===== config.mk =====
export PLATFORM = sky130hd
export DESIGN_NAME = bsc_queue
export DESIGN_NICKNAME = d
export VERILOG_FILES = /design/src/hdl/bsc_pkg.sv /design/src/hdl/bsc_queue.sv
export VERILOG_INCLUDE_DIRS = /design/src /design/src/hdl
export SDC_FILE = /design/constraint.sdc
export NUM_CORES = 1
export LEC_CHECK = 0
export BUFFER_PORTS_ARGS = -buffer_cell sky130_fd_sc_hd__buf_2
export CORE_MARGIN = 5
export CORE_UTILIZATION = 45
export DETAILED_ROUTE_END_ITERATION = 10
export SYNTH_ARGS = -nofsm -noshare
export SYNTH_HDL_FRONTEND = slang
export SYNTH_SLANG_ARGS = --single-unit

===== constraint.sdc =====
create_clock -name clk_i -period 2.5 [get_ports clk_i]
set_input_delay 0.5 -clock clk_i [delete_from_list [all_inputs] [get_ports clk_i]]
set_output_delay 0.5 -clock clk_i [all_outputs]
set_load 0.05 [all_outputs]

===== src/hdl/baro_sensor_compensation_defines.svh =====
// Assertion macros for the barometric compensation block.
// Used by every RTL file that carries concurrent assertions.
`ifndef BARO_SENSOR_COMPENSATION_DEFINES_SVH
`define BARO_SENSOR_COMPENSATION_DEFINES_SVH
`ifndef ASSERT_OFF
`define BSC_ASSERT(lbl, prop, msg) \
  lbl: assert property (@(posedge clk_i) disable iff (!rst_ni) prop) else $error(msg);
`define BSC_ASSERT_RST(lbl, prop, msg) \
  lbl: assert property (@(posedge clk_i) prop) else $error(msg);
`else
`define BSC_ASSERT(lbl, prop, msg)
`define BSC_ASSERT_RST(lbl, prop, msg)
`endif
`endif


===== src/hdl/bsc_pkg.sv =====
// Types and constants for the barometric compensation block.
// No dependencies; imported by all block modules.
package bsc_pkg;
  localparam int unsigned AltScalingDef = 0;
  localparam int unsigned QueueDepthDef = 4;
  localparam int unsigned NumRegs = 8;
  localparam int unsigned CfgIdxW = 3;
  localparam int unsigned CfgDataW = 17;
  localparam int unsigned AccW = 47;

  localparam logic [CfgIdxW-1:0] RegC1 = 3'd0;
  localparam logic [CfgIdxW-1:0] RegC2 = 3'd1;
  localparam logic [CfgIdxW-1:0] RegC3 = 3'd2;
  localparam logic [CfgIdxW-1:0] RegC4 = 3'd3;
  localparam logic [CfgIdxW-1:0] RegC5 = 3'd4;
  localparam logic [CfgIdxW-1:0] RegC6 = 3'd5;
  localparam logic [CfgIdxW-1:0] RegPTrim = 3'd6;
  localparam logic [CfgIdxW-1:0] RegTTrim = 3'd7;

  localparam logic signed [19:0] TempRef = 20'sd2000;
  localparam logic signed [19:0] TempLow = -20'sd1500;
  localparam logic signed [38:0] PresMin = -39'sd16777216;
  localparam logic signed [38:0] PresMax = 39'sd16777215;
  localparam logic signed [20:0] TOutMin = -21'sd32768;
  localparam logic signed [20:0] TOutMax = 21'sd32767;

  typedef struct packed {
    logic [23:0] pressure_raw;
    logic [23:0] temperature_raw;
    logic        second_order_enable;
  } in_word_t;

  typedef struct packed {
    logic signed [24:0] pressure;
    logic signed [15:0] temperature;
  } out_word_t;

  typedef struct packed {
    logic [23:0]        d1;
    logic signed [24:0] dt;
    logic               en;
  } job_t;

  typedef struct packed {
    logic [15:0]        c1;
    logic [15:0]        c2;
    logic [15:0]        c3;
    logic [15:0]        c4;
    logic [15:0]        c5;
    logic [15:0]        c6;
    logic signed [16:0] ptrim;
    logic signed [15:0] ttrim;
  } cal_t;
endpackage


===== src/hdl/bsc_queue.sv =====
// Short job queue between front end and datapath.
// Depends on bsc_pkg and the assertion macro header.
`include "baro_sensor_compensation_defines.svh"
module bsc_queue import bsc_pkg::*; #(
  parameter int unsigned Depth = QueueDepthDef
) (
  input  logic clk_i,
  input  logic rst_ni,
  input  logic push_i,
  input  job_t job_i,
  output logic full_o,
  input  logic pop_i,
  output logic valid_o,
  output job_t job_o
);
  localparam int unsigned AW = (Depth > 1) ? $clog2(Depth) : 1;
  localparam int unsigned CntW = $clog2(Depth + 1);

  job_t mem_q [Depth];
  logic [AW-1:0] wr_q, rd_q;
  logic [CntW-1:0] count_q;
  logic do_pop;

  assign full_o  = (count_q == CntW'(Depth));
  assign valid_o = (count_q != '0);
  assign do_pop  = pop_i && valid_o;
  assign job_o   = mem_q[rd_q];

  always_ff @(posedge clk_i or negedge rst_ni) begin
    if (!rst_ni) begin
      wr_q    <= '0;
      rd_q    <= '0;
      count_q <= '0;
    end else begin
      if (push_i) begin
        wr_q <= (wr_q == AW'(Depth - 1)) ? '0 : wr_q + AW'(1);
      end
      if (do_pop) begin
        rd_q <= (rd_q == AW'(Depth - 1)) ? '0 : rd_q + AW'(1);
      end
      if (push_i && !do_pop) begin
        count_q <= count_q + CntW'(1);
      end else if (!push_i && do_pop) begin
        count_q <= count_q - CntW'(1);
      end
    end
  end

  always_ff @(posedge clk_i) begin
    if (push_i) begin
      mem_q[wr_q] <= job_i;
    end
  end

  `BSC_ASSERT(q_cnt_bound, count_q <= CntW'(Depth), "queue count beyond depth")
  `BSC_ASSERT(q_no_overrun, full_o |-> !push_i, "push into full queue")
  `BSC_ASSERT(q_cnt_inc, (push_i && !do_pop) |=> count_q == $past(count_q) + CntW'(1), "count slip")
  `BSC_ASSERT_RST(q_rst_empty, !rst_ni |-> count_q == '0, "queue not empty in reset")
endmodule


# Yosys cells after proc, flatten, opt, wreduce, memory -nomap -nowiden
# Memories as Yosys holds them, arrays and structs flattened.
# Cells that the tools add are included.
[word_totals]
reg_bits = 7
ramBits = 200
inputBits = 54
out_inout_bits = 52
mem_count = 1
[classes]
add_sub_neg = 4
n_eq_ne = 3
mux = 6
reduce_logical = 7
[memory_table]
columns = ["name", "words", "width", "read_ports", "rd_ports_with_merged_regs", "write_ports", "line", "source"]
rows = [
  ["mem_q", 4, 50, 1, 0, 1, "bsc_queue.sv:19", "job_t mem_q [Depth];"],
]
[op_table]
columns = ["op", "n"]
rows = [
  ["$mux W3", 2],
  ["$add A2 B1 Y2 const B", 2],
  ["$eq A2 B2 Y1 const B", 2],
  ["$mux W2", 2],
  ["$add A3 B1 Y3 const B", 1],
  ["$eq A3 B3 Y1 const B", 1],
  ["$logic_and A1 B1 Y1", 3],
  ["$reduce_bool A3 Y1", 1],
  ["$sub A3 B1 Y3 const B", 1],
  ["$logic_not A1 Y1", 2],
  ["$mux W1", 2],
  ["$reduce_bool A2 Y1", 1],
]

# Depth between registers and ports, before layout
# Gate-level depths: netlist of run 1.
[depth]
depth_word = 5
ltp_mapped = 8
ltp_nobuf = 8

# Worst setup path after synthesis of run 1
# No wires, ideal clock.
[synth_timing]
path_type = "register -> register"
startpoint = "register wr_q[0]"
endpoint = "memory mem_q[2][0] (netlist bit), enable pin"
setup_time_ns = 0.413
t_arrival_ns = 1.815
required_time_ns = 2.087
setup_slack_ns = 0.272
path_stages_with_launch = 4
path_buffers = 0
path_cell_list = "dfrtp_1 -> inv_1 -> ha_1 -> and2_1"
[synth_lines]
columns = ["element", "line", "source"]
rows = [
  ["start, declared", "bsc_queue.sv:20", "logic [AW-1:0] wr_q, rd_q;"],
  ["start signal, assigned", "bsc_queue.sv:36", "wr_q <= (wr_q == AW'(Depth - 1)) ? '0 : wr_q + AW'(1);"],
  ["end, declared", "bsc_queue.sv:19", ""],
]
# No word-level cell before the write port.

==> results of run 1 <==
==> sequential cells by signal (all words and copies together) (netlist names) <==
signal   count
mem_q      200
rd_q         2
count_q      3
wr_q         2
==> worst paths after layout <==
kind / start / to / slack (ns) / cells past startpoint
setup / recovery: rd_q[0] / job_o[41] / 0.04 / 3
hold / removal: job_i[23] / mem_q[3][23] / 0.22 / 1
setup reg to reg: count_q[0] / count_q[2] / 0.40 / 8
hold reg to reg: count_q[2] / count_q[2] / 0.48 / 1
max in group asynchronous: rst_ni / rd_q[1] / 1.93 / 2
min in group asynchronous: rst_ni / count_q[2] / 0.38 / 2
==> metrics by stage <==
| step | std cells | total power [W] |
|---|---|---|
| after floorplan | 299 | 0.00846 |
| after global placement | 623 | 0.00943 |
| after detailed placement | 623 | 0.00948 |
| after CTS | 672 | 0.0128 |
| after global routing | 673 | 0.0136 |
| final | 673 | 0.0130 |
==> synth_stat cells <==
| cell | number |
|---|---|
| o21ai_0 | 2 |
| xor2_1 | 2 |
| or3_4 | 1 |
| nand2_1 | 2 |
| fa_1 | 1 |
| nor3b_1 | 1 |
| buf_2 | 5 |
| mux4_1 | 2 |
| clkbuf_1 | 1 |
| mux2_2 | 3 |
| buf_6 | 1 |
| buf_12 | 5 |
| and2_1 | 4 |
| inv_1 | 3 |
| xnor2_1 | 1 |
| nor2_1 | 3 |
| nand2_2 | 1 |
| mux4_2 | 48 |
| dfrtp_1 | 7 |
| ha_1 | 6 |
| edfxtp_1 | 200 |
==> power by group <==
group          internal (W)  leakage [nW]  switching (W)
combinational       0.00220          1.11        0.00326
sequential          0.00446          1.92       0.000225
clock               0.00170         0.306        0.00119
==> layer usage <==
| layer | vias up | share of wire [%] | global-route usage [%] |
|---|---|---|---|
| li1 | 1549 | - | - |
| met2 | 102 | 52 | 25.0 |
| met3 | 30 | 5.9 | 3.59 |
| met1 | 1831 | 39 | 17.5 |
| met4 | 4 | 2.4 | 4.23 |
| met5 | - | 0.18 | 0 |
==> logic make-up (layout without fill, tap and decap cells) <==
family	after synthesis	count (layout)	synth area share, %
xor gates and xnor gates	3	3	0.341
buffers and inverters	15	169	1.97
DFF	207	207	80.3
and+or+nand+nor	12	12	0.894
muxes	53	53	15.2
adders and majority gates	7	7	1.23
AOI/OAI and AO/OA	2	2	0.130
==> area by class of cell <==
class,instances,area (um^2)
clock buffers,36,624
inverters,3,11.3
multi-input cells,77,1370
well taps,220,275
flip-flops and latches,207,6190
clock inverters,4,20.0
fillers,1246,7110
repair buffers,126,1100
==> critical path: stages (launching register included) <==
cell and delay, ns:
dfrtp_4 0.46, buf_4 0.16, mux4_1 0.62, buf_4 0.23
==> what timing repair did <==
action                                 in CTS  in global routing
resized for setup                          35                 69
setup endpoints to repair                  42                 45
buffers inserted                            7                  0
gates cloned                                1                  1
endpoints found under the hold margin       7                  0
hold buffers                                1                  0
==> summary.txt, run 1 <==
Die
  – Die Ht: 141 um
  – Die area: 0.0198 mm^2
  – Die width: 141 um
  – Std cell rows: 47
  – Starting Density: 46.1%
  – IO Pins: 106
  – Core ar.: 0.0167 mm^2

Drt
  – Total Wirelength: 14.1 mm
  – DR vias: 3516
  – Vias per cell: 5.22
  – Wire per inst: 21.0 um
  – Initial DRT Pass Iterations: 4
  – Detail Route Antenna Nets: 0
  – # DRC: 0
  – Initial drt markers: 173

Finish
  – Most common cell after layout, fill and taps aside: edfxtp_1
  – Area growth syn-to-layout: 24.5%
  – Most frequent cells in the layout: edfxtp_1 (200), buf_2 (61), mux4_2 (48), buf_6 (37), clkbuf_16 (24)
  – Share of cells above drive strength 1: 46.1%
  – Diode count: 0
  – Final nets: 498
  – Post-route cell area: 0.00959 mm^2
  – Post-Route Utilization: 57.4%

Setup path
  – Setup crit start kind: flip-flop
  – Critical Path Fanout Max: 5
  – Worst Path Arrival: 1.96 ns
  – Worst EP required: 2.00 ns
  – Crit path capture type: primary output
  – Crit path kind: reg -> out

Synth
  – Syn Inst Count: 299
  – Count of state elements after synthesis: 207
  – Seq/Total Area, Yosys: 80.3%
  – Yosys warns: 0
  – Syn nets: 360
  – Cell area after synthesis: 0.00770 mm^2
  – Area contributors post-synth: edfxtp_1 (78%), mux4_2 (14%), dfrtp_1 (2.3%)
  – Avg Inst Size Synth: 25.8 um^2
  – Yosys top cell area share: 78.0%
  – Area leader, netlist: edfxtp_1
  – Synth cell types: 21

STA
  – RSZ-0062 raised after global routing: yes
  – Fin crit share: 98.3%
  – Final setup violation count: 0
  – Crit path time final: 2.46 ns
  – Actual transition at the worst max-transition pin: 0.395 ns
  – Layout Skew: 0.0106 ns
  – Setup TNS: 0 ns
  – Final Slew Violations: 0
  – Final hold violation count: 0
  – Setup WS post-layout: 0.0437 ns
  – Max Freq: 0.407 GHz
  – WHS: 0.219 ns
  – Max-slew headroom: 73.6%

Run status
  – Status: complete, no violations

Power
  – Static leakage: 3.33 nW
  – VDD IR max: 0.000815 V
  – Pwr per Cell Area: 1360 mW/mm^2

Global routing
  – Largest net degree at the start of global routing: 43
  – Vias in the first global route: 3903
  – GRT Total Usage: 14.2%
  – Global-route wire length before repair: 21.7 mm
  – Initial antenna violation count: 2
  – Remaining global-route overflow: 0

CTS
  – Clock buffer depth: 3
  – Num CTS Buffers: 22
  – CTS tree: built
  – Later-pin clock latency in the skew report: 0.49 ns
  – Clock Sinks: 207
  – Clk pin slew, worst setup/hold paths: 0.06 ns
  – H-tree depth: 1
  – Root Driver: clkbuf_16

Flow run
  – Total of max-cap violations: 0

Placed design
  – Placement Cell Area: 0.00855 mm^2
  – Post-DP HPWL: 8.67 mm
  – I/O Buffers: 105
  – Worst slack, placed: 0.330 ns
  – GPL Wtd Cong: 0.683

Worst hold path
  – Hold Path Class: in -> reg
Power figures use the tool's default switching activity.
==> run 2: changes to the inputs <==
--- a/config.mk
+++ b/config.mk
@@ -7,7 +7,6 @@
 export NUM_CORES = 1
 export LEC_CHECK = 0
 export BUFFER_PORTS_ARGS = -buffer_cell sky130_fd_sc_hd__buf_2
-export CORE_MARGIN = 5
 export CORE_UTILIZATION = 45
 export DETAILED_ROUTE_END_ITERATION = 10
 export SYNTH_ARGS = -nofsm -noshare
==> summary.txt, run 2 (synthesis gave the netlist of run 1 again) <==
Drt
  – Initial DRT Pass Iterations: 4
  – # DRC: 0
  – Detail Route Antenna Nets: 0
  – Total Wirelength: 13.2 mm
  – DR vias: 3436
  – Initial drt markers: 187
  – Vias per cell: 5.05
  – Wire per inst: 19.5 um

Power
  – Comb power frac: 40.4%
  – Clock network fraction of total power: 23.6%
  – Sw frac: 35.9%
  – VDD IR max: 0.000750 V
  – P_sw: 0.00465 W
  – Static leakage: 3.35 nW
  – Internal: 0.00829 W
  – Pwr per Cell Area: 1350 mW/mm^2
  – Part of the power in registers: 35.9%

STA
  – Layout Skew: 0.00469 ns
  – WHS: 0.223 ns
  – Max Freq: 0.406 GHz
  – Final Slew Violations: 0
  – Max-slew headroom: 67.4%
  – Final setup violation count: 0
  – RSZ-0062 raised after global routing: yes
  – Final hold violation count: 0
  – Actual transition at the worst max-transition pin: 0.490 ns
  – Crit path time final: 2.46 ns
  – Fin crit share: 98.5%

Finish
  – Largest regs: mem_q (200), count_q (3)
  – Most frequent cells in the layout: edfxtp_1 (200), buf_2 (79), mux4_2 (49), clkbuf_16 (25), buf_4 (21)
  – Area growth syn-to-layout: 24.2%
  – Max reg flops: 200
  – Final nets: 503
  – Most common cell after layout, fill and taps aside: edfxtp_1
  – Post-route cell area: 0.00957 mm^2
  – Share of cells above drive strength 1: 48.7%
  – Top reg by flops: mem_q

Run status
  – Status: complete, no violations

CTS
  – CTS tree: built
  – Clk pin slew, worst setup/hold paths: 0.06 ns
  – Later-pin clock latency in the skew report: 0.48 ns
  – Clock buffer depth: 3
  – Root Driver: clkbuf_16
  – Num CTS Buffers: 22
  – H-tree depth: 1
  – Clock Sinks: 207

Placed design
  – GPL Wtd Cong: 0.673
  – Placement Cell Area: 0.00859 mm^2
  – I/O Buffers: 105
  – Post-DP HPWL: 8.04 mm

Die
  – Core ar.: 0.0166 mm^2
  – IO Pins: 106
  – Die width: 133 um
  – Die area: 0.0176 mm^2
  – Starting Density: 46.3%
  – Die Ht: 133 um
  – Std cell rows: 47

Global routing
  – Global-route wire length before repair: 20.4 mm
  – Largest net degree at the start of global routing: 36
  – Vias in the first global route: 3796
  – Initial antenna violation count: 2
  – GRT Total Usage: 15.4%
  – Remaining global-route overflow: 0

Setup path
  – R2r worst-path depth: 8
  – Crit path capture type: primary output
  – Setup crit start kind: flip-flop
  – Crit path kind: reg -> out
  – Worst reg2reg setup slack: 0.39 ns
  – Reg2reg start: count_q[0]
  – Worst EP required: 2.00 ns
  – Worst reg2reg endpoint: count_q[2]
  – Critical Path Fanout Max: 7
  – Worst Path Arrival: 1.96 ns

Worst hold path
  – Hold Path Class: in -> reg
  – Hold depth: 1
  – Worst hold start: job_i[47]
  – Hold EP: mem_q[0][47]

Flow run
  – Total of max-cap violations: 0
[run 2: stage by stage]
stage               setup TNS, ns  setup slack [ns]  utilization [%]  total power [W]  instances
global placement                0             0.298             51.6          0.00942        628
finish                          0            0.0367             57.5           0.0129        680
detailed placement              0             0.284             51.6          0.00947        628
CTS                             0           0.00457             56.3           0.0127        676
floorplan                       0             0.272                -          0.00846        299
global route               -0.223           -0.0211             57.5           0.0135        679
[run 2: timing repair]
| item | in CTS | in global routing |
|---|---|---|
| buffers inserted | 7 | 0 |
| cloned | 0 | 2 |
| gates resized for setup | 1 | 71 |
| hold endpoints to repair | 7 | 0 |
| hold buffers | 1 | 0 |
| endpoints found under the setup margin | 50 | 37 |
[run 2: cell type report]
class,count,area (um^2)
diodes,2,5.00
clock inverters,11,78.8
repair buffers,131,1020
clock buffers,29,618
flip-flops and latches,207,6190
inverters,3,11.3
well taps,220,275
fillers,1232,7080
multi-input cells,77,1370
[run 2: how the worst max path moves through the flow]
stage               startpoint     endpoint  slack (ns)  depth (start not counted)
floorplan              wr_q[0]  mem_q[2][0]        0.27                          3
finish                 rd_q[0]    job_o[20]        0.04                          4
CTS                    rd_q[0]     job_o[3]       0.005                          4
detailed placement     rd_q[0]    job_o[12]        0.28                          3
global placement       rd_q[0]    job_o[12]        0.30                          3
global route           rd_q[0]    job_o[10]       -0.02                          4
[run 2: power groups by stage]
| stage | Combinational [W] | Clock [W] | Sequential (W) |
|---|---|---|---|
| after floorplan | 0.00380 | 0 | 0.00465 |
| after detailed placement | 0.00465 | 0 | 0.00482 |
| after global routing | 0.00551 | 0.00325 | 0.00470 |
| after global placement | 0.00463 | 0 | 0.00478 |
| after CTS | 0.00488 | 0.00313 | 0.00466 |
| final | 0.00523 | 0.00306 | 0.00465 |
[run 2: critical path, cell delays in order, from the launching register on]
cell       delay (ns)
dfrtp_4          0.43
buf_12           0.16
clkbuf_16        0.17
mux4_2           0.48
buf_2            0.23
[run 2: layer usage]
metal	global-route usage, %	share of wire (%)
met5	0	0
met4	4.60	1.3
met3	3.60	4.8
met2	26.7	52
met1	19.3	42
==> run 3: changes to the inputs <==
--- a/config.mk
+++ b/config.mk
@@ -7,8 +7,12 @@
 export NUM_CORES = 1
 export LEC_CHECK = 0
 export BUFFER_PORTS_ARGS = -buffer_cell sky130_fd_sc_hd__buf_2
+export CELL_PAD_IN_SITES_DETAIL_PLACEMENT = 2
+export CELL_PAD_IN_SITES_GLOBAL_PLACEMENT = 2
 export CORE_UTILIZATION = 45
 export DETAILED_ROUTE_END_ITERATION = 10
+export PLACE_DENSITY_LB_ADDON = 0.1
+export REMOVE_ABC_BUFFERS = 1
 export SYNTH_ARGS = -nofsm -noshare
 export SYNTH_HDL_FRONTEND = slang
 export SYNTH_SLANG_ARGS = --single-unit
==> summary.txt, run 3 (synthesis gave the netlist of run 1 again) <==
Finish
  – Post-route cell area: 0.00969 mm^2
  – Final nets: 503
  – Max reg flops: 200
  – Largest regs: mem_q (200), count_q (3)
  – Fillers: 1332
  – Most frequent cells in the layout: edfxtp_1 (200), buf_2 (59), mux4_2 (50), buf_4 (34), buf_6 (27)
  – Most common cell after layout, fill and taps aside: edfxtp_1
  – Top reg by flops: mem_q
  – Storage element area: 0.00619 mm^2
  – Multi-input logic area: 0.00137 mm^2
  – Area growth syn-to-layout: 25.9%
  – Share of cells above drive strength 1: 48.4%

Setup path
  – Crit path kind: reg -> out
  – Worst Path Arrival: 1.97 ns
  – Critical Path Fanout Max: 7
  – Reg2reg start: count_q[0]
  – Critical path's slowest cell: dfrtp_4
  – Max incr delay on CP: 0.50 ns
  – Worst reg2reg setup slack: 0.31 ns
  – Cell Chain, Critical Path: buf_4 -> buf_12 -> mux4_2 -> buf_2
  – Setup crit start: rd_q[0]
  – Crit path capture type: primary output
  – Setup crit start kind: flip-flop
  – R2r worst-path depth: 8
  – Worst reg2reg endpoint: count_q[2]
  – Worst EP required: 2.00 ns

CTS
  – Clock Sinks: 207
  – H-tree depth: 1
  – CTS tree: built
  – Later-pin clock latency in the skew report: 0.49 ns
  – Clock buffer depth: 3
  – Root Driver: clkbuf_16
  – Num CTS Buffers: 22
  – Clk pin slew, worst setup/hold paths: 0.06 ns

Die
  – Std cell rows: 47
  – IO Pins: 106
  – Core ar.: 0.0166 mm^2
  – Die area: 0.0176 mm^2
  – Die Ht: 133 um
  – Die width: 133 um
  – Starting Density: 46.3%

Power
  – Static leakage: 3.39 nW
  – Pwr per Cell Area: 1410 mW/mm^2
  – VDD IR max: 0.000770 V

Placed design
  – GPL Wtd Cong: 0.697
  – I/O Buffers: 105
  – Post-DP HPWL: 11.1 mm
  – Placement Cell Area: 0.00858 mm^2

STA
  – Setup TNS: 0 ns
  – Crit path time final: 2.47 ns
  – Layout Skew: 0.0100 ns
  – Final setup violation count: 0
  – Final Slew Violations: 0
  – Max-slew headroom: 68.8%
  – RSZ-0062 raised after global routing: yes
  – Actual transition at the worst max-transition pin: 0.468 ns
  – WHS: 0.213 ns
  – Final hold violation count: 0
  – Fin crit share: 98.7%
  – Max Freq: 0.405 GHz

Drt
  – Initial DRT Pass Iterations: 4
  – Total Wirelength: 17.3 mm
  – Initial drt markers: 124
  – Wire per inst: 25.5 um
  – Detail Route Antenna Nets: 0
  – # DRC: 0
  – Vias per cell: 5.22
  – DR vias: 3544

Worst hold path
  – Worst hold start: job_i[34]
  – Hold EP: mem_q[3][34]
  – Hold Path Class: in -> reg
  – Hold depth: 1

Global routing
  – GRT Total Usage: 20.3%
  – Global-route wire length before repair: 26.1 mm
  – Initial antenna violation count: 2
  – Remaining global-route overflow: 0
  – Vias in the first global route: 4087
  – Largest net degree at the start of global routing: 24

Run status
  – Status: complete, no violations

Flow run
  – Total of max-cap violations: 0
run 3: timing repair:
action / in CTS / in global routing
cloned: 0 / 2
endpoints found under the setup margin: 50 / 48
hold buffers: 1 / 0
endpoints found under the hold margin: 7 / 0
setup buffers: 7 / 0
resized for setup: 11 / 104
run 3: routing by layer:
layer / part of all wire [%] / up-vias / track usage [%] / wire length (um)
met5: 0 / - / 0 / 0
met4: 1.5 / 0 / 5.36 / 262
met3: 4.4 / 17 / 3.60 / 763
met2: 54 / 96 / 35.4 / 9380
met1: 40 / 1869 / 26.4 / 6900
li1: - / 1562 / - / -
run 3: worst max path at each step:
stage           endpoint  cells after the start
2_1_floorplan  job_o[41]                      1
3_3_place_gp    job_o[5]                      3
3_5_place_dp   job_o[49]                      3
4_1_cts        job_o[47]                      4
5_1_grt        job_o[22]                      4
6_report       job_o[22]                      4
run 3: cell type report:
| type | count | share of cell area (%) |
|---|---|---|
| antenna | 2 | 0.0516 |
| multi-input combinational | 77 | 14.1 |
| inverter | 3 | 0.116 |
| timing repair buffer | 131 | 11.1 |
| clock inverter | 10 | 1.79 |
| tap | 220 | 2.84 |
| sequential | 207 | 63.9 |
| clock buffer | 29 | 6.17 |
run 3: where the power goes:
group	internal (W)	switching (W)
Sequential	0.00447	0.000268
Combinational	0.00214	0.00335
Clock	0.00219	0.00126
run 3: critical path: cells and delay by family, from the launching register on:
family | cells | cell delay [ns]
flops | 1 | 0.50
mux | 1 | 0.43
buf+inv | 3 | 0.55
run 3: through the flow:
stage / setup slack [ns] / power, W / std cells / utilization [%]
3_5_place_dp: 0.264 / 0.00960 / 628 / 51.5
2_1_floorplan: -1.02 / 0.00825 / 287 / -
6_report: 0.0337 / 0.0137 / 679 / 58.2
5_1_grt: -0.0206 / 0.0142 / 677 / 58.2
3_3_place_gp: 0.280 / 0.00946 / 628 / 51.5
4_1_cts: 0.000546 / 0.0133 / 675 / 56.8
