--- src/hdl/baro_sensor_compensation_defines.svh ---
// Assertion macros for the barometric compensation block.
// Used by every RTL file that carries concurrent assertions.
`ifndef BARO_SENSOR_COMPENSATION_DEFINES_SVH
`define BARO_SENSOR_COMPENSATION_DEFINES_SVH
`ifndef ASSERT_OFF
`define BSC_ASSERT(lbl, prop, msg) \
  lbl: assert property (@(posedge clk_i) disable iff (!rst_ni) prop) else $error(msg);
`define BSC_ASSERT_RST(lbl, prop, msg) \
  lbl: assert property (@(posedge clk_i) prop) else $error(msg);
`else
`define BSC_ASSERT(lbl, prop, msg)
`define BSC_ASSERT_RST(lbl, prop, msg)
`endif
`endif

--- src/hdl/bsc_pkg.sv ---
// Types and constants for the barometric compensation block.
// No dependencies; imported by all block modules.
package bsc_pkg;
  localparam int unsigned AltScalingDef = 0;
  localparam int unsigned QueueDepthDef = 4;
  localparam int unsigned NumRegs = 8;
  localparam int unsigned CfgIdxW = 3;
  localparam int unsigned CfgDataW = 17;
  localparam int unsigned AccW = 47;

  localparam logic [CfgIdxW-1:0] RegC1 = 3'd0;
  localparam logic [CfgIdxW-1:0] RegC2 = 3'd1;
  localparam logic [CfgIdxW-1:0] RegC3 = 3'd2;
  localparam logic [CfgIdxW-1:0] RegC4 = 3'd3;
  localparam logic [CfgIdxW-1:0] RegC5 = 3'd4;
  localparam logic [CfgIdxW-1:0] RegC6 = 3'd5;
  localparam logic [CfgIdxW-1:0] RegPTrim = 3'd6;
  localparam logic [CfgIdxW-1:0] RegTTrim = 3'd7;

  localparam logic signed [19:0] TempRef = 20'sd2000;
  localparam logic signed [19:0] TempLow = -20'sd1500;
  localparam logic signed [38:0] PresMin = -39'sd16777216;
  localparam logic signed [38:0] PresMax = 39'sd16777215;
  localparam logic signed [20:0] TOutMin = -21'sd32768;
  localparam logic signed [20:0] TOutMax = 21'sd32767;

  typedef struct packed {
    logic [23:0] pressure_raw;
    logic [23:0] temperature_raw;
    logic        second_order_enable;
  } in_word_t;

  typedef struct packed {
    logic signed [24:0] pressure;
    logic signed [15:0] temperature;
  } out_word_t;

  typedef struct packed {
    logic [23:0]        d1;
    logic signed [24:0] dt;
    logic               en;
  } job_t;

  typedef struct packed {
    logic [15:0]        c1;
    logic [15:0]        c2;
    logic [15:0]        c3;
    logic [15:0]        c4;
    logic [15:0]        c5;
    logic [15:0]        c6;
    logic signed [16:0] ptrim;
    logic signed [15:0] ttrim;
  } cal_t;
endpackage

--- src/hdl/bsc_front.sv ---
// Front end: accepts input words and forms the temperature difference.
// Depends on bsc_pkg.
module bsc_front import bsc_pkg::*; (
  input  logic     clk_i,
  input  logic     rst_ni,
  input  logic     in_valid_i,
  output logic     in_ready_o,
  input  in_word_t in_word_i,
  input  logic [15:0] c5_i,
  input  logic     q_full_i,
  output logic     push_o,
  output job_t     job_o
);
  logic v_q;
  job_t job_q, job_d;

  assign in_ready_o = !v_q || !q_full_i;
  assign push_o     = v_q && !q_full_i;

  always_comb begin
    job_d.d1 = in_word_i.pressure_raw;
    job_d.en = in_word_i.second_order_enable;
    job_d.dt = $signed({1'b0, in_word_i.temperature_raw}) - $signed({1'b0, c5_i, 8'h00});
  end

  always_ff @(posedge clk_i or negedge rst_ni) begin
    if (!rst_ni) begin
      v_q <= 1'b0;
    end else if (in_ready_o) begin
      v_q <= in_valid_i;
    end
  end

  always_ff @(posedge clk_i) begin
    if (in_ready_o && in_valid_i) begin
      job_q <= job_d;
    end
  end

  assign job_o = job_q;
endmodule

--- config.mk ---
export PLATFORM = sky130hd
export DESIGN_NAME = bsc_front
export DESIGN_NICKNAME = d
export VERILOG_FILES = /design/src/hdl/baro_sensor_compensation_defines.svh /design/src/hdl/bsc_pkg.sv /design/src/hdl/bsc_front.sv
export SDC_FILE = /design/constraint.sdc
export NUM_CORES = 1
export LEC_CHECK = 0
export BUFFER_PORTS_ARGS = -buffer_cell sky130_fd_sc_hd__clkbuf_2
export CORE_UTILIZATION = 45
export CTS_CLUSTER_SIZE = 12
export DETAILED_ROUTE_END_ITERATION = 16
export GPL_TIMING_DRIVEN = 0
export PLACE_DENSITY = 0.87
export RECOVER_POWER = 50
export SYNTH_ARGS = -nofsm -noshare
export SYNTH_HDL_FRONTEND = slang
export SYNTH_SLANG_ARGS = --single-unit
--- constraint.sdc ---
create_clock -name clk_i -period 4.9 [get_ports clk_i]
set_input_delay 0 -clock clk_i [delete_from_list [all_inputs] [get_ports clk_i]]
set_output_delay 0 -clock clk_i [all_outputs]
set_load 0.02 [all_outputs]
After elaboration in Yosys (flattened, before gate mapping)
Cells that the tools add are included.
Widths: inputs -> output; s select.
{"block": "totals", "regBits": 51, "inputBits": 69, "out_inout_bits": 52}
{"block": "classes", "n_reduce_logical": 5, "add_sub_neg": 1}
{"op": "$sub 24x24->25", "n": 1}
{"op": "$logic_and 1x1->1", "n": 2}
{"op": "$logic_not 1->1", "n": 2}
{"op": "$logic_or 1x1->1", "n": 1}

Longest topological paths before layout
Gate-level depths: netlist of the first run.
{"block": "depth", "ltp_word": 3, "depth_mapped": 8}

Worst setup path after synthesis of the first run
No wires, ideal clock.
{"block": "synth_path", "path_type": "register to register", "startpoint": "reg v_q", "endpoint": "reg job_q, in the netlist job_o[0] (enable)", "setup_time_ns": 0.413, "stages_incl_launch_ff": 3, "arrival_time_ns": 1.798, "synth_period_minus_slack_ns": 2.211, "slack_ns": 2.689, "path_cell_list": "dfrtp_1 > nand2_1 > and2_1"}
{"block": "synth_via", "elab_chain_cells": 3}
{"item": "from (decl)", "line": "bsc_front.sv:14", "source": "logic v_q;"}
{"item": "from (signal assigned)", "line": "bsc_front.sv:30", "source": "v_q <= in_valid_i;"}
{"item": "$logic_not 1->1", "line": "bsc_front.sv:17", "source": "assign in_ready_o = !v_q || !q_full_i;"}
{"item": "$logic_or 1x1->1", "line": "bsc_front.sv:17"}
{"item": "via in_ready_o", "line": "bsc_front.sv:7", "source": "output logic in_ready_o,"}
{"item": "$logic_and 1x1->1", "line": "bsc_front.sv:35", "source": "if (in_ready_o && in_valid_i) begin"}
{"item": "to (signal assigned)", "line": "bsc_front.sv:36", "source": "job_q <= job_d;"}
{"item": "to (decl)", "line": "bsc_front.sv:15", "source": "job_t job_q, job_d;"}
The timed path passes the listed nets, and every way through them passes these cells.
A chain may end at the register's enable or synchronous reset.

==> results.txt, run 1 <==
----------------------------------------------------
[STA]
  Final sum of negative setup slack ... 0 ps
  Maximum clock skew at final layout ... between 7 and 8 ps
  Final period utilization ... 0.406
  Time the final worst path needs with I/O delays and setup ... 1990 ps
  Slew @ Worst Pin ... approximately 440 ps
  Unrepaired setup endpoints after global routing ... no
  Setup violators final ... 0
  Max frequency ... 0.502 GHz
  Max-slew violation count ... 0
  Post-Route Hold Slack ... 30.3 ps
  Max_slew headroom ... 0.701
  Hold Vio Cnt, Final ... 0

[Route]
  Met3 wire len ... 692 um
  Vias ... 2142
  Drt wl/cell ... 18.0 um
  Vias per Instance ... between 5 and 6
  Final routed wirelength across all metal layers ... 7530 um
  Met2 routed WL ... 3720 um
  Remaining routing DRC violations ... 0
  Antenna-violating nets left ... 0
  Initial detailed-routing violation count ... 155
  Detailed-router iteration count before antenna repair ... 4
  Top layer used by detailed routing ... met4
  Met1 Routed Length ... 2910 um

[Setup path]
  CP endpoint kind ... register
  Max Fanout on Critical Path ... 3
  Worst reg-to-reg path cell count ... 3
  WP data arrival ... 2050 ps
  Worst reg2reg setup slack ... about 3300 ps
  Startpoint Class ... input port
  Capturing point of the worst reg2reg path ... job_o[48]
  Origin of the critical flop-to-flop path ... v_q
  Required arrival time at the worst endpoint ... just under 5000 ps
  Worst Path Class, Setup ... input port to register

[Floorplan]
  Initial core utilization ... 0.475
  Cell row count ... 26
  Number of top-level design ports ... 121
  Die Y ... about 76 um
  Core outline area ... a little over 5000 um2
  Width of the chip ... 75.9 um
  Overall die area ... 5760 um2

[Yosys]
  Top cell type by total area after synthesis ... sky130_fd_sc_hd__edfxtp_1
  Synthesized Nets ... 269
  Number of enable-type register cells in the synthesized netlist ... 50
  Prevailing post-synth register cell ... sky130_fd_sc_hd__edfxtp_1
  Count of different cell masters after synthesis ... 46
  Cell Area, Synth ... 2460 um2
  Cell with the most instances after synthesis ... sky130_fd_sc_hd__edfxtp_1
  Average footprint of a synthesized cell ... 13.4 um2
  Sequential element share of the synthesized area ... 0.621
  Area fraction of the dominant cell type after synthesis ... 0.611
  Synthesized instance count ... 183
  Post-synth ARST share ... 0.0196
  Most numerous cell types in the synthesized netlist ... sky130_fd_sc_hd__edfxtp_1, sky130_fd_sc_hd__inv_1, sky130_fd_sc_hd__ha_1
  Ys Warns ... 0
  Synthesized flop and latch total ... between 50 and 60
  Cell types occupying the most area after synthesis ... sky130_fd_sc_hd__edfxtp_1, sky130_fd_sc_hd__ha_1, sky130_fd_sc_hd__inv_1

[Global route]
  Initial antenna violation count ... 0
  Maximum number of pins on one net before global-route repair ... 37
  Number of global-route vias before repair ... around 2200
  Leftover overflow at the end of global routing ... 0
  GRT Resource Usage Total ... 0.273
  Global-route wire length before repair ... between 10000 and 15000 um

[Cells and area]
  Area of the multi-input gates ... 836 um2
  Layout overhead on the synthesized area ... 44.3%
  Number of standard cells in the layout, taps in and fillers out ... 418
  Filler instances ... 358
  Antenna diode count ... 0
  Share of post-route cells with drive strength above 1 ... 0.253
  Area taken by flip-flops and latches ... roughly 1500 um2
  Fin nets ... between 400 and 500

[CTS]
  Clock transition at the registers of the reported paths ... around 90 ps
  Clock latency reported for the late side of the worst-skew pair ... about 300 ps
  CTS Root Buffer Type ... sky130_fd_sc_hd__clkbuf_8
  Longest Clk Path Bufs ... 2
  Clock tree sinks ... between 50 and 60
  Number of buffers inserted during clock tree synthesis ... 5
  H-tree level count ... 2
  CTS tree ... yes

[Power]
  Static Leak ... 1.53 nW
  Sequential fraction of design power ... 0.518
  Max rail drop VDD ... 154 uV
  Comb power frac ... 0.254
  Power after layout ... 1.03 mW
  Pwr per Cell Area ... 290 nW/um2
  Part of the power in the clock network ... 0.228
  Fraction of power spent switching nets ... 0.290
  Net switching power ... 0.299 mW
  Cell-internal power ... 0.731 mW

[Place]
  Input/output buffers ... 120
  Final weighted congestion in routability-driven placement ... 0.841
  Placed Cells ... 374
  HPWL after detailed placement ... between 4000 and 5000 um

[Run status]
  Result of the run ... complete, no violations

[Flow run]
  Max-cap violations ... 0

[Hold path]
  Class of the tightest hold or removal check ... input port to asynchronous set/reset pin

----------------------------------------------------
## placed cells by master, fill, tap and decap left out, drive strengths merged, types with 6 or more instances in the layout
cell and instances:
clkbuf 127, edfxtp 50, dlygate4sd3 36, inv 24, ha 16, xnor2 10
nand2 9, nor2 8, a21oi 8, a21o 6
## per-stage QoR
step,area [um2],util,setup slack [ps]
floorplan,2460,-,2690
global placement,3150,0.608,2500
detailed placement,3170,0.612,2630
CTS,3610,0.698,2950
global route,3550,0.686,2770
finish,3550,0.686,2910
## sequential cells by signal, summed over array words and instances (netlist names)
signal / cells
job_o: 50
v_q: 1
## critical path, stage by stage
cell and delay, ps:
sky130_fd_sc_hd__clkbuf_2 100, sky130_fd_sc_hd__inv_1 50, sky130_fd_sc_hd__ha_1 220, sky130_fd_sc_hd__fa_1 410
sky130_fd_sc_hd__and2b_1 250, sky130_fd_sc_hd__o2111ai_2 140, sky130_fd_sc_hd__a211oi_1 430, sky130_fd_sc_hd__nor3b_1 150
sky130_fd_sc_hd__o31a_1 300
## layout make-up
| cell class | count | share of cell area |
|---|---|---|
| Buffer | 1 | 0.00212 |
| Clock buffer | 7 | 0.0215 |
| Clock inverter | 1 | 0.00141 |
| Sequential cell | 51 | 0.430 |
| Timing Repair Buffer | 157 | 0.259 |
| Inverter | 24 | 0.0254 |
| Multi-Input combinational cell | 107 | 0.236 |
| Tap cell | 70 | 0.0247 |
## power by group through the flow
stage / sequential, mW / combinational (mW) / clock [mW]
3_5_place_dp: 0.541 / 0.234 / 0
3_3_place_gp: 0.539 / 0.225 / 0
4_1_cts: 0.530 / 0.259 / 0.231
5_1_grt: 0.535 / 0.282 / 0.251
2_1_floorplan: 0.580 / 0.111 / 0
6_report: 0.534 / 0.262 / 0.235
## cells by family (layout without fill, tap and decap cells)
| kind of cell | Yosys count | in the layout | share of synthesized area |
|---|---|---|---|
| DFF | 51 | 51 | 0.621 |
| and+or+nand+nor | 41 | 41 | 0.0875 |
| AOI/OAI and AO/OA | 38 | 38 | 0.123 |
| buffers and inverters | 25 | 190 | 0.0397 |
| adders and majority gates | 17 | 17 | 0.0896 |
| xor gates and xnor gates | 11 | 11 | 0.0392 |
## worst max-delay path by stage
stage                endpoint  cells past startpoint  slack [ps]    startpoint
floorplan            job_o[0]                      2        2690           v_q
finish              job_o[25]                      9        2910  in_word_i[9]
global route        job_o[25]                      9        2770  in_word_i[9]
CTS                 job_o[25]                      9        2950  in_word_i[9]
detailed placement  job_o[25]                      9        2630  in_word_i[9]
global placement    job_o[24]                      2        2500           v_q
## repair_timing
item,in CTS,in global routing
resized for setup,0,0
hold buffers,36,0
endpoints found under the hold margin,35,0
setup buffers,0,0
setup endpoints to repair,0,0
## routing by layer
metal | vias up | global-route usage
met5 | - | 0
met4 | 0 | 0.113
met3 | 18 | 0.0795
met2 | 136 | 0.469
met1 | 986 | 0.320
li1 | 1002 | -
Power figures use the tool's default switching activity.
==> run 2, diff against run 1 <==
CORE_UTILIZATION = 41   (was 45)
PLACE_DENSITY = 0.83   (was 0.87)
clock period = 1.6 ns   (was 4.9 ns; I/O delays follow)
==> run 2 against run 1 <==
Against the previous run:
- the run now ends with setup timing left
- utilization decreased by 3.5 points
- sequential cell count unchanged
- critical path depth unchanged
- first-iteration DRC count down 14%
- combinational power grew to 3.2 times the previous value
- sequential power rose to 3.1 times the previous value
- routed wire length shrank 9.6%
- die area rose by 9.5%
- sequential share of layout area down 1.5 points
- via count decreased by 1.8%
- clock skew grew 3.0 ps
- hold slack worse by 7.7 ps
==> results.txt, run 2 (synthesis gave the netlist of run 1 again) <==
----------------------------------------------------
[Run status]
  Result of the run ... finished with violations (was complete, no violations)
  Violated checks ... setup timing

[Route]
  Initial detailed-routing violation count ... 133 (was 155)
  Vias ... 2104 (was 2142)
  Remaining routing DRC violations ... 0 (unchanged)
  Drt wl/cell ... 16.2 um (was 18.0 um)
  Detailed-router iteration count before antenna repair ... 4 (unchanged)
  Vias per Instance ... 5.01 (was 5.12)
  Antenna-violating nets left ... 0 (unchanged)
  Final routed wirelength across all metal layers ... 6810 um (was 7530 um)

[STA]
  Final sum of negative setup slack ... -116 ps (was 0 ps)
  Max frequency ... 0.598 GHz
  Setup violators final ... 2 (was 0)
  Final period utilization ... 1.04
  Unrepaired setup endpoints after global routing ... yes (was no)
  Maximum clock skew at final layout ... 10.2 ps (was 7.23 ps)
  Post-Route Hold Slack ... 22.5 ps (was 30.3 ps)
  Hold Vio Cnt, Final ... 0 (unchanged)
  Slew @ Worst Pin ... 629 ps (was 444 ps)
  Max_slew headroom ... 0.581 (was 0.701)
  Setup slack after layout ... -71.5 ps (was 2910 ps)
  Max-slew violation count ... 0 (unchanged)
  Time the final worst path needs with I/O delays and setup ... 1670 ps

[CTS]
  Clock transition at the registers of the reported paths ... 90 ps (about the same)
  H-tree level count ... 2 (unchanged)
  Number of buffers inserted during clock tree synthesis ... 5 (unchanged)
  CTS tree ... yes (unchanged)
  Clock tree sinks ... 51 (unchanged)
  Longest Clk Path Bufs ... 2 (unchanged)
  Clock latency reported for the late side of the worst-skew pair ... 300 ps (about the same)
  CTS Root Buffer Type ... sky130_fd_sc_hd__clkbuf_8 (unchanged)

[Floorplan]
  Cell row count ... 27 (was 26)
  Initial core utilization ... 0.436 (was 0.475)
  Number of top-level design ports ... 121 (unchanged)
  Core outline area ... 5640 um2 (was 5170 um2)
  Die Y ... 79.4 um (was 75.9 um)
  Width of the chip ... 79.4 um (was 75.9 um)
  Overall die area ... 6310 um2 (was 5760 um2)

[Setup path]
  Origin of the critical flop-to-flop path ... v_q (unchanged)
  Worst Path Class, Setup ... input port to register (unchanged)
  CP endpoint kind ... register (unchanged)
  Capturing point of the worst reg2reg path ... job_o[21] (was job_o[48])
  Setup crit start ... in_word_i[9] (unchanged)
  Worst reg-to-reg path cell count ... 2 (was 3)
  Max Fanout on Critical Path ... 3 (unchanged)
  Required arrival time at the worst endpoint ... 1650 ps (was 4960 ps)
  Worst reg2reg setup slack ... 110 ps (was 3330 ps)
  Startpoint Class ... input port (unchanged)
  WP data arrival ... 1720 ps (was 2050 ps)
  Termination of the worst setup path ... job_o[25] (unchanged)

[Power]
  Net switching power ... 0.902 mW (was 0.299 mW)
  Power after layout ... 3.17 mW (was 1.03 mW)
  Max rail drop VDD ... 699 uV (was 154 uV)
  Comb power frac ... 0.262 (was 0.254)
  Static Leak ... 1.66 nW (was 1.53 nW)
  Fraction of power spent switching nets ... 0.284 (was 0.290)
  Pwr per Cell Area ... 863 nW/um2 (was 290 nW/um2)
  Cell-internal power ... 2.27 mW (was 0.731 mW)
  Sequential fraction of design power ... 0.515 (was 0.518)
  Part of the power in the clock network ... 0.223 (was 0.228)

[Cells and area]
  Fin nets ... 433 (unchanged)
  Max reg flops ... 50 (unchanged)
  Utilization of the core after routing ... 0.651 (was 0.686)
  Most used cells in the layout excluding fill and tap cells ... sky130_fd_sc_hd__clkbuf_2, sky130_fd_sc_hd__edfxtp_1, sky130_fd_sc_hd__dlygate4sd3_1 (was sky130_fd_sc_hd__clkbuf_2, sky130_fd_sc_hd__clkbuf_1, sky130_fd_sc_hd__edfxtp_1)
  Layout overhead on the synthesized area ... 49.4% (was 44.3%)
  Antenna diode count ... 0 (unchanged)
  Most common cell after layout, fill and taps aside ... sky130_fd_sc_hd__clkbuf_2 (unchanged)
  Filler instances ... 388 (was 358)
  Share of post-route cells with drive strength above 1 ... 0.394 (was 0.253)

[Global route]
  Number of global-route vias before repair ... 2092 (was 2166)
  Met2 Resource Use GR ... 0.400 (was 0.469)
  GRT Resource Usage Total ... 0.220 (was 0.273)
  Global-route wire length before repair ... 10300 um (was 11800 um)
  Busiest grt layer ... met2 (unchanged)
  Leftover overflow at the end of global routing ... 0 (unchanged)
  Met1 capacity usage during global routing ... 0.246 (was 0.320)
  Initial antenna violation count ... 0 (unchanged)
  Met3 Track Usage GR ... 0.0560 (was 0.0795)
  Maximum number of pins on one net before global-route repair ... 51 (was 37)

[Place]
  Input/output buffers ... 120 (unchanged)
  HPWL after detailed placement ... 4470 um (was 4520 um)
  Final weighted congestion in routability-driven placement ... 0.854 (was 0.841)

[Flow run]
  Max-cap violations ... 0 (unchanged)

[Hold path]
  Class of the tightest hold or removal check ... input port to register (was input port to asynchronous set/reset pin)

----------------------------------------------------
-- run 2: per-stage QoR --
stage,instance area (um2),worst slack [ps],instances
3_5_place_dp,3200,-512,375
2_1_floorplan,2510,-189,183
4_1_cts,3660,-115,420
3_3_place_gp,3200,-497,375
5_1_grt,3670,-115,420
6_report,3670,-71.5,420
-- run 2: final cells by class --
class | count | area, um2 | area share
Sequential cell | 51 | 1530 | 0.416
Timing Repair Buffer | 157 | 971 | 0.264
Multi-Input combinational cell | 107 | 895 | 0.244
Clock buffer | 6 | 72.6 | 0.0198
Tap cell | 72 | 90.1 | 0.0245
Inverter | 24 | 97.6 | 0.0266
Clock inverter | 2 | 12.5 | 0.00341
Buffer | 1 | 7.51 | 0.00204
-- run 2: timing repair --
action / CTS / global route
gates cloned: 0 / 0
resized for setup: 1 / 6
hold buffers: 35 / 0
pin swaps: 6 / 2
hold endpoints to repair: 35 / 0
setup endpoints to repair: 3 / 4
setup buffers: 2 / 0
-- run 2: how the worst min path moves through the flow --
stage / start / endpoint / slack [ps] / cells past startpoint
floorplan: rst_ni / v_q / -300 / 0
global placement: rst_ni / v_q / -220 / 1
detailed placement: rst_ni / v_q / -220 / 1
CTS: rst_ni / v_q / 10 / 2
global route: q_full_i / v_q / 20 / 3
finish: q_full_i / v_q / 20 / 3
-- run 2: routing by layer --
metal / vias up / routed length (um)
li1: 1006 / -
met3: 18 / 624
met1: 966 / 2570
met4: 0 / 189
met2: 114 / 3420
met5: - / 0
-- run 2: power groups by stage --
stage | Combinational (mW) | Sequential [mW] | Clock [mW]
6_report | 0.829 | 1.63 | 0.706
4_1_cts | 0.808 | 1.63 | 0.699
5_1_grt | 0.904 | 1.64 | 0.767
2_1_floorplan | 0.353 | 1.77 | 0
3_3_place_gp | 0.708 | 1.65 | 0
3_5_place_dp | 0.727 | 1.66 | 0
-- run 2: worst max-delay path: stages --
cell                        delay (ps)
sky130_fd_sc_hd__buf_8              80
sky130_fd_sc_hd__inv_8              30
sky130_fd_sc_hd__ha_4              150
sky130_fd_sc_hd__fa_2              330
sky130_fd_sc_hd__and2b_2           250
sky130_fd_sc_hd__o2111ai_4         140
sky130_fd_sc_hd__a211oi_4          320
sky130_fd_sc_hd__nor3b_2           100
sky130_fd_sc_hd__o31a_1            320
==> run 3, diff against run 2 <==
RECOVER_POWER = not set   (was 50)
==> run 3 against run 2 <==
Against the previous run:
- the flow still finishes with violations (setup timing)
- utilization rose by 0.20 points
- non-clock buffer count did not move
- clock skew barely moved
- hold slack got worse by 2.9 ps
- critical path type unchanged
- critical endpoint unchanged
- largest cell class unchanged
==> results.txt, run 3 (synthesis gave the netlist of run 1 again) <==
----------------------------------------------------
[CTS]
  Number of buffers inserted during clock tree synthesis ... 5 (unchanged)
  CTS tree ... yes (unchanged)
  Longest Clk Path Bufs ... 2 (unchanged)
  H-tree level count ... 2 (unchanged)
  CTS Root Buffer Type ... sky130_fd_sc_hd__clkbuf_8 (unchanged)
  Clock tree sinks ... 51 (unchanged)
  Clock latency reported for the late side of the worst-skew pair ... 300 ps (about the same)
  Clock transition at the registers of the reported paths ... 90 ps (about the same)

[Floorplan]
  Core outline area ... 5640 um2 (unchanged)
  Number of top-level design ports ... 121 (unchanged)
  Width of the chip ... 79.4 um (unchanged)
  Die Y ... 79.4 um (unchanged)
  Initial core utilization ... 0.436 (unchanged)
  Cell row count ... 27 (unchanged)
  Overall die area ... 6310 um2 (unchanged)

[Route]
  Drt wl/cell ... 16.2 um (about the same)
  Remaining routing DRC violations ... 0 (unchanged)
  Initial detailed-routing violation count ... 130 (was 133)
  Detailed-router iteration count before antenna repair ... 4 (unchanged)
  Antenna-violating nets left ... 0 (unchanged)
  Vias per Instance ... 4.97 (was 5.01)
  Vias ... 2088 (was 2104)
  Final routed wirelength across all metal layers ... 6810 um (about the same)

[Global route]
  Met1 capacity usage during global routing ... 0.246 (unchanged)
  Initial antenna violation count ... 0 (unchanged)
  Global-route wire length before repair ... 10300 um (unchanged)
  Busiest grt layer ... met2 (unchanged)
  Number of global-route vias before repair ... 2092 (unchanged)
  GRT Resource Usage Total ... 0.220 (unchanged)
  Met2 Resource Use GR ... 0.400 (unchanged)
  Met3 Track Usage GR ... 0.0560 (unchanged)
  Leftover overflow at the end of global routing ... 0 (unchanged)
  Maximum number of pins on one net before global-route repair ... 51 (unchanged)

[Flow run]
  Max-cap violations ... 0 (unchanged)

[Setup path]
  Required arrival time at the worst endpoint ... 1650 ps (about the same)
  Slowest cell delay on critical path ... 330 ps (about the same)
  Crit path max-delay cell type ... sky130_fd_sc_hd__fa_2 (unchanged)
  WP data arrival ... 1720 ps (about the same)
  CP endpoint kind ... register (unchanged)
  Cells along the critical path ... buf_8 > inv_8 > ha_4 > fa_2 > and2b_2 > o2111ai_4 > a211oi_4 > nor3b_2 > o31a_1 (unchanged)
  Max Fanout on Critical Path ... 3 (unchanged)
  Worst Path Class, Setup ... input port to register (unchanged)
  Startpoint Class ... input port (unchanged)

[STA]
  Max-slew violation count ... 0 (unchanged)
  Setup slack after layout ... -69.2 ps (was -71.5 ps)
  Final period utilization ... 1.04 (about the same)
  Time the final worst path needs with I/O delays and setup ... 1670 ps (about the same)
  Max frequency ... 0.599 GHz (was 0.598 GHz)
  Post-Route Hold Slack ... 19.6 ps (was 22.5 ps)
  Max_slew headroom ... 0.580 (was 0.581)
  Hold Vio Cnt, Final ... 0 (unchanged)
  Setup violators final ... 2 (unchanged)
  Slew @ Worst Pin ... 630 ps (was 629 ps)
  Unrepaired setup endpoints after global routing ... yes (unchanged)
  Final sum of negative setup slack ... -111 ps (was -116 ps)
  Maximum clock skew at final layout ... 10.1 ps (was 10.2 ps)

[Place]
  Cell area reported after detailed placement ... 3200 um2 (unchanged)
  Final weighted congestion in routability-driven placement ... 0.854 (unchanged)
  Input/output buffers ... 120 (unchanged)
  HPWL after detailed placement ... 4470 um (unchanged)

[Cells and area]
  Antenna diode count ... 0 (unchanged)
  Fin nets ... 433 (unchanged)
  Max reg flops ... 50 (unchanged)
  Most common cell after layout, fill and taps aside ... sky130_fd_sc_hd__clkbuf_2 (unchanged)
  Layout overhead on the synthesized area ... 49.8% (was 49.4%)
  Share of post-route cells with drive strength above 1 ... 0.420 (was 0.394)
  Most used cells in the layout excluding fill and tap cells ... sky130_fd_sc_hd__clkbuf_2, sky130_fd_sc_hd__edfxtp_1, sky130_fd_sc_hd__dlygate4sd3_1 (unchanged)
  Post-layout instance area ... 3680 um2 (was 3670 um2)

[Hold path]
  Class of the tightest hold or removal check ... input port to register (unchanged)

[Run status]
  Result of the run ... finished with violations (unchanged)
  Violated checks ... setup timing (unchanged)

[Power]
  Max rail drop VDD ... 703 uV (was 699 uV)
  Pwr per Cell Area ... 861 nW/um2 (was 863 nW/um2)
  Static Leak ... 1.68 nW (was 1.66 nW)

----------------------------------------------------
==> run 3: cell types whose count changed in the layout (fill, tap and decap cells not counted) <==
cell,previous run,this run
sky130_fd_sc_hd__clkbuf_1,10,1
sky130_fd_sc_hd__clkbuf_2,109,118
==> run 3: power by group <==
group	switching [mW]	leakage (nW)	internal, mW
logic	0.467	1.15	0.366
clock network	0.400	0.0412	0.306
registers	0.0341	0.487	1.60
==> run 3: timing repair <==
action | CTS | global route
hold endpoints to repair | 35 | 0
gates resized for setup | 1 | 6
endpoints found under the setup margin | 3 | 4
setup buffers | 2 | 0
hold buffers | 35 | 0
pin swaps | 6 | 2
cloned | 0 | 0
==> run 3: through the flow <==
stage | utilization | power [mW] | cells | setup WS [ps]
6_report | 0.653 | 3.17 | 420 | -69.2
3_3_place_gp | 0.567 | 2.36 | 375 | -497
4_1_cts | 0.648 | 3.13 | 420 | -115
3_5_place_dp | 0.567 | 2.38 | 375 | -512
5_1_grt | 0.653 | 3.31 | 420 | -115
2_1_floorplan | - | 2.13 | 183 | -189
==> run 3: area by class of cell <==
| type | count | area, um2 |
|---|---|---|
| Multi-Input combinational cell | 107 | 895 |
| Tap cell | 72 | 90.1 |
| Clock buffer | 6 | 72.6 |
| Clock inverter | 2 | 12.5 |
| Timing Repair Buffer | 157 | 982 |
| Inverter | 24 | 97.6 |
| Sequential cell | 51 | 1530 |
| Buffer | 1 | 7.51 |
| Fill cell | 381 | 1960 |
==> run 3: layer usage <==
layer,part of all wire,wire length [um]
met3,0.099,674
met1,0.37,2520
met4,0.028,192
met5,0,0
met2,0.50,3430
==> run 3: final timing paths <==
kind	start	endpoint	slack, ps	cells after the start
worst min register to register	v_q	v_q	610	2
worst min-delay path	q_full_i	v_q	20	3
worst max register to register	v_q	job_o[15]	110	2
min in group asynchronous	rst_ni	v_q	50	2
max in group asynchronous	rst_ni	v_q	1460	2
worst max-delay path	in_word_i[9]	job_o[25]	-70	9
==> run 3: critical path: cells and delay by family <==
kind	cells	cell delay, ps
fa+ha+maj	2	480
compound gates	3	780
simple gates	2	350
buf+inv	2	110
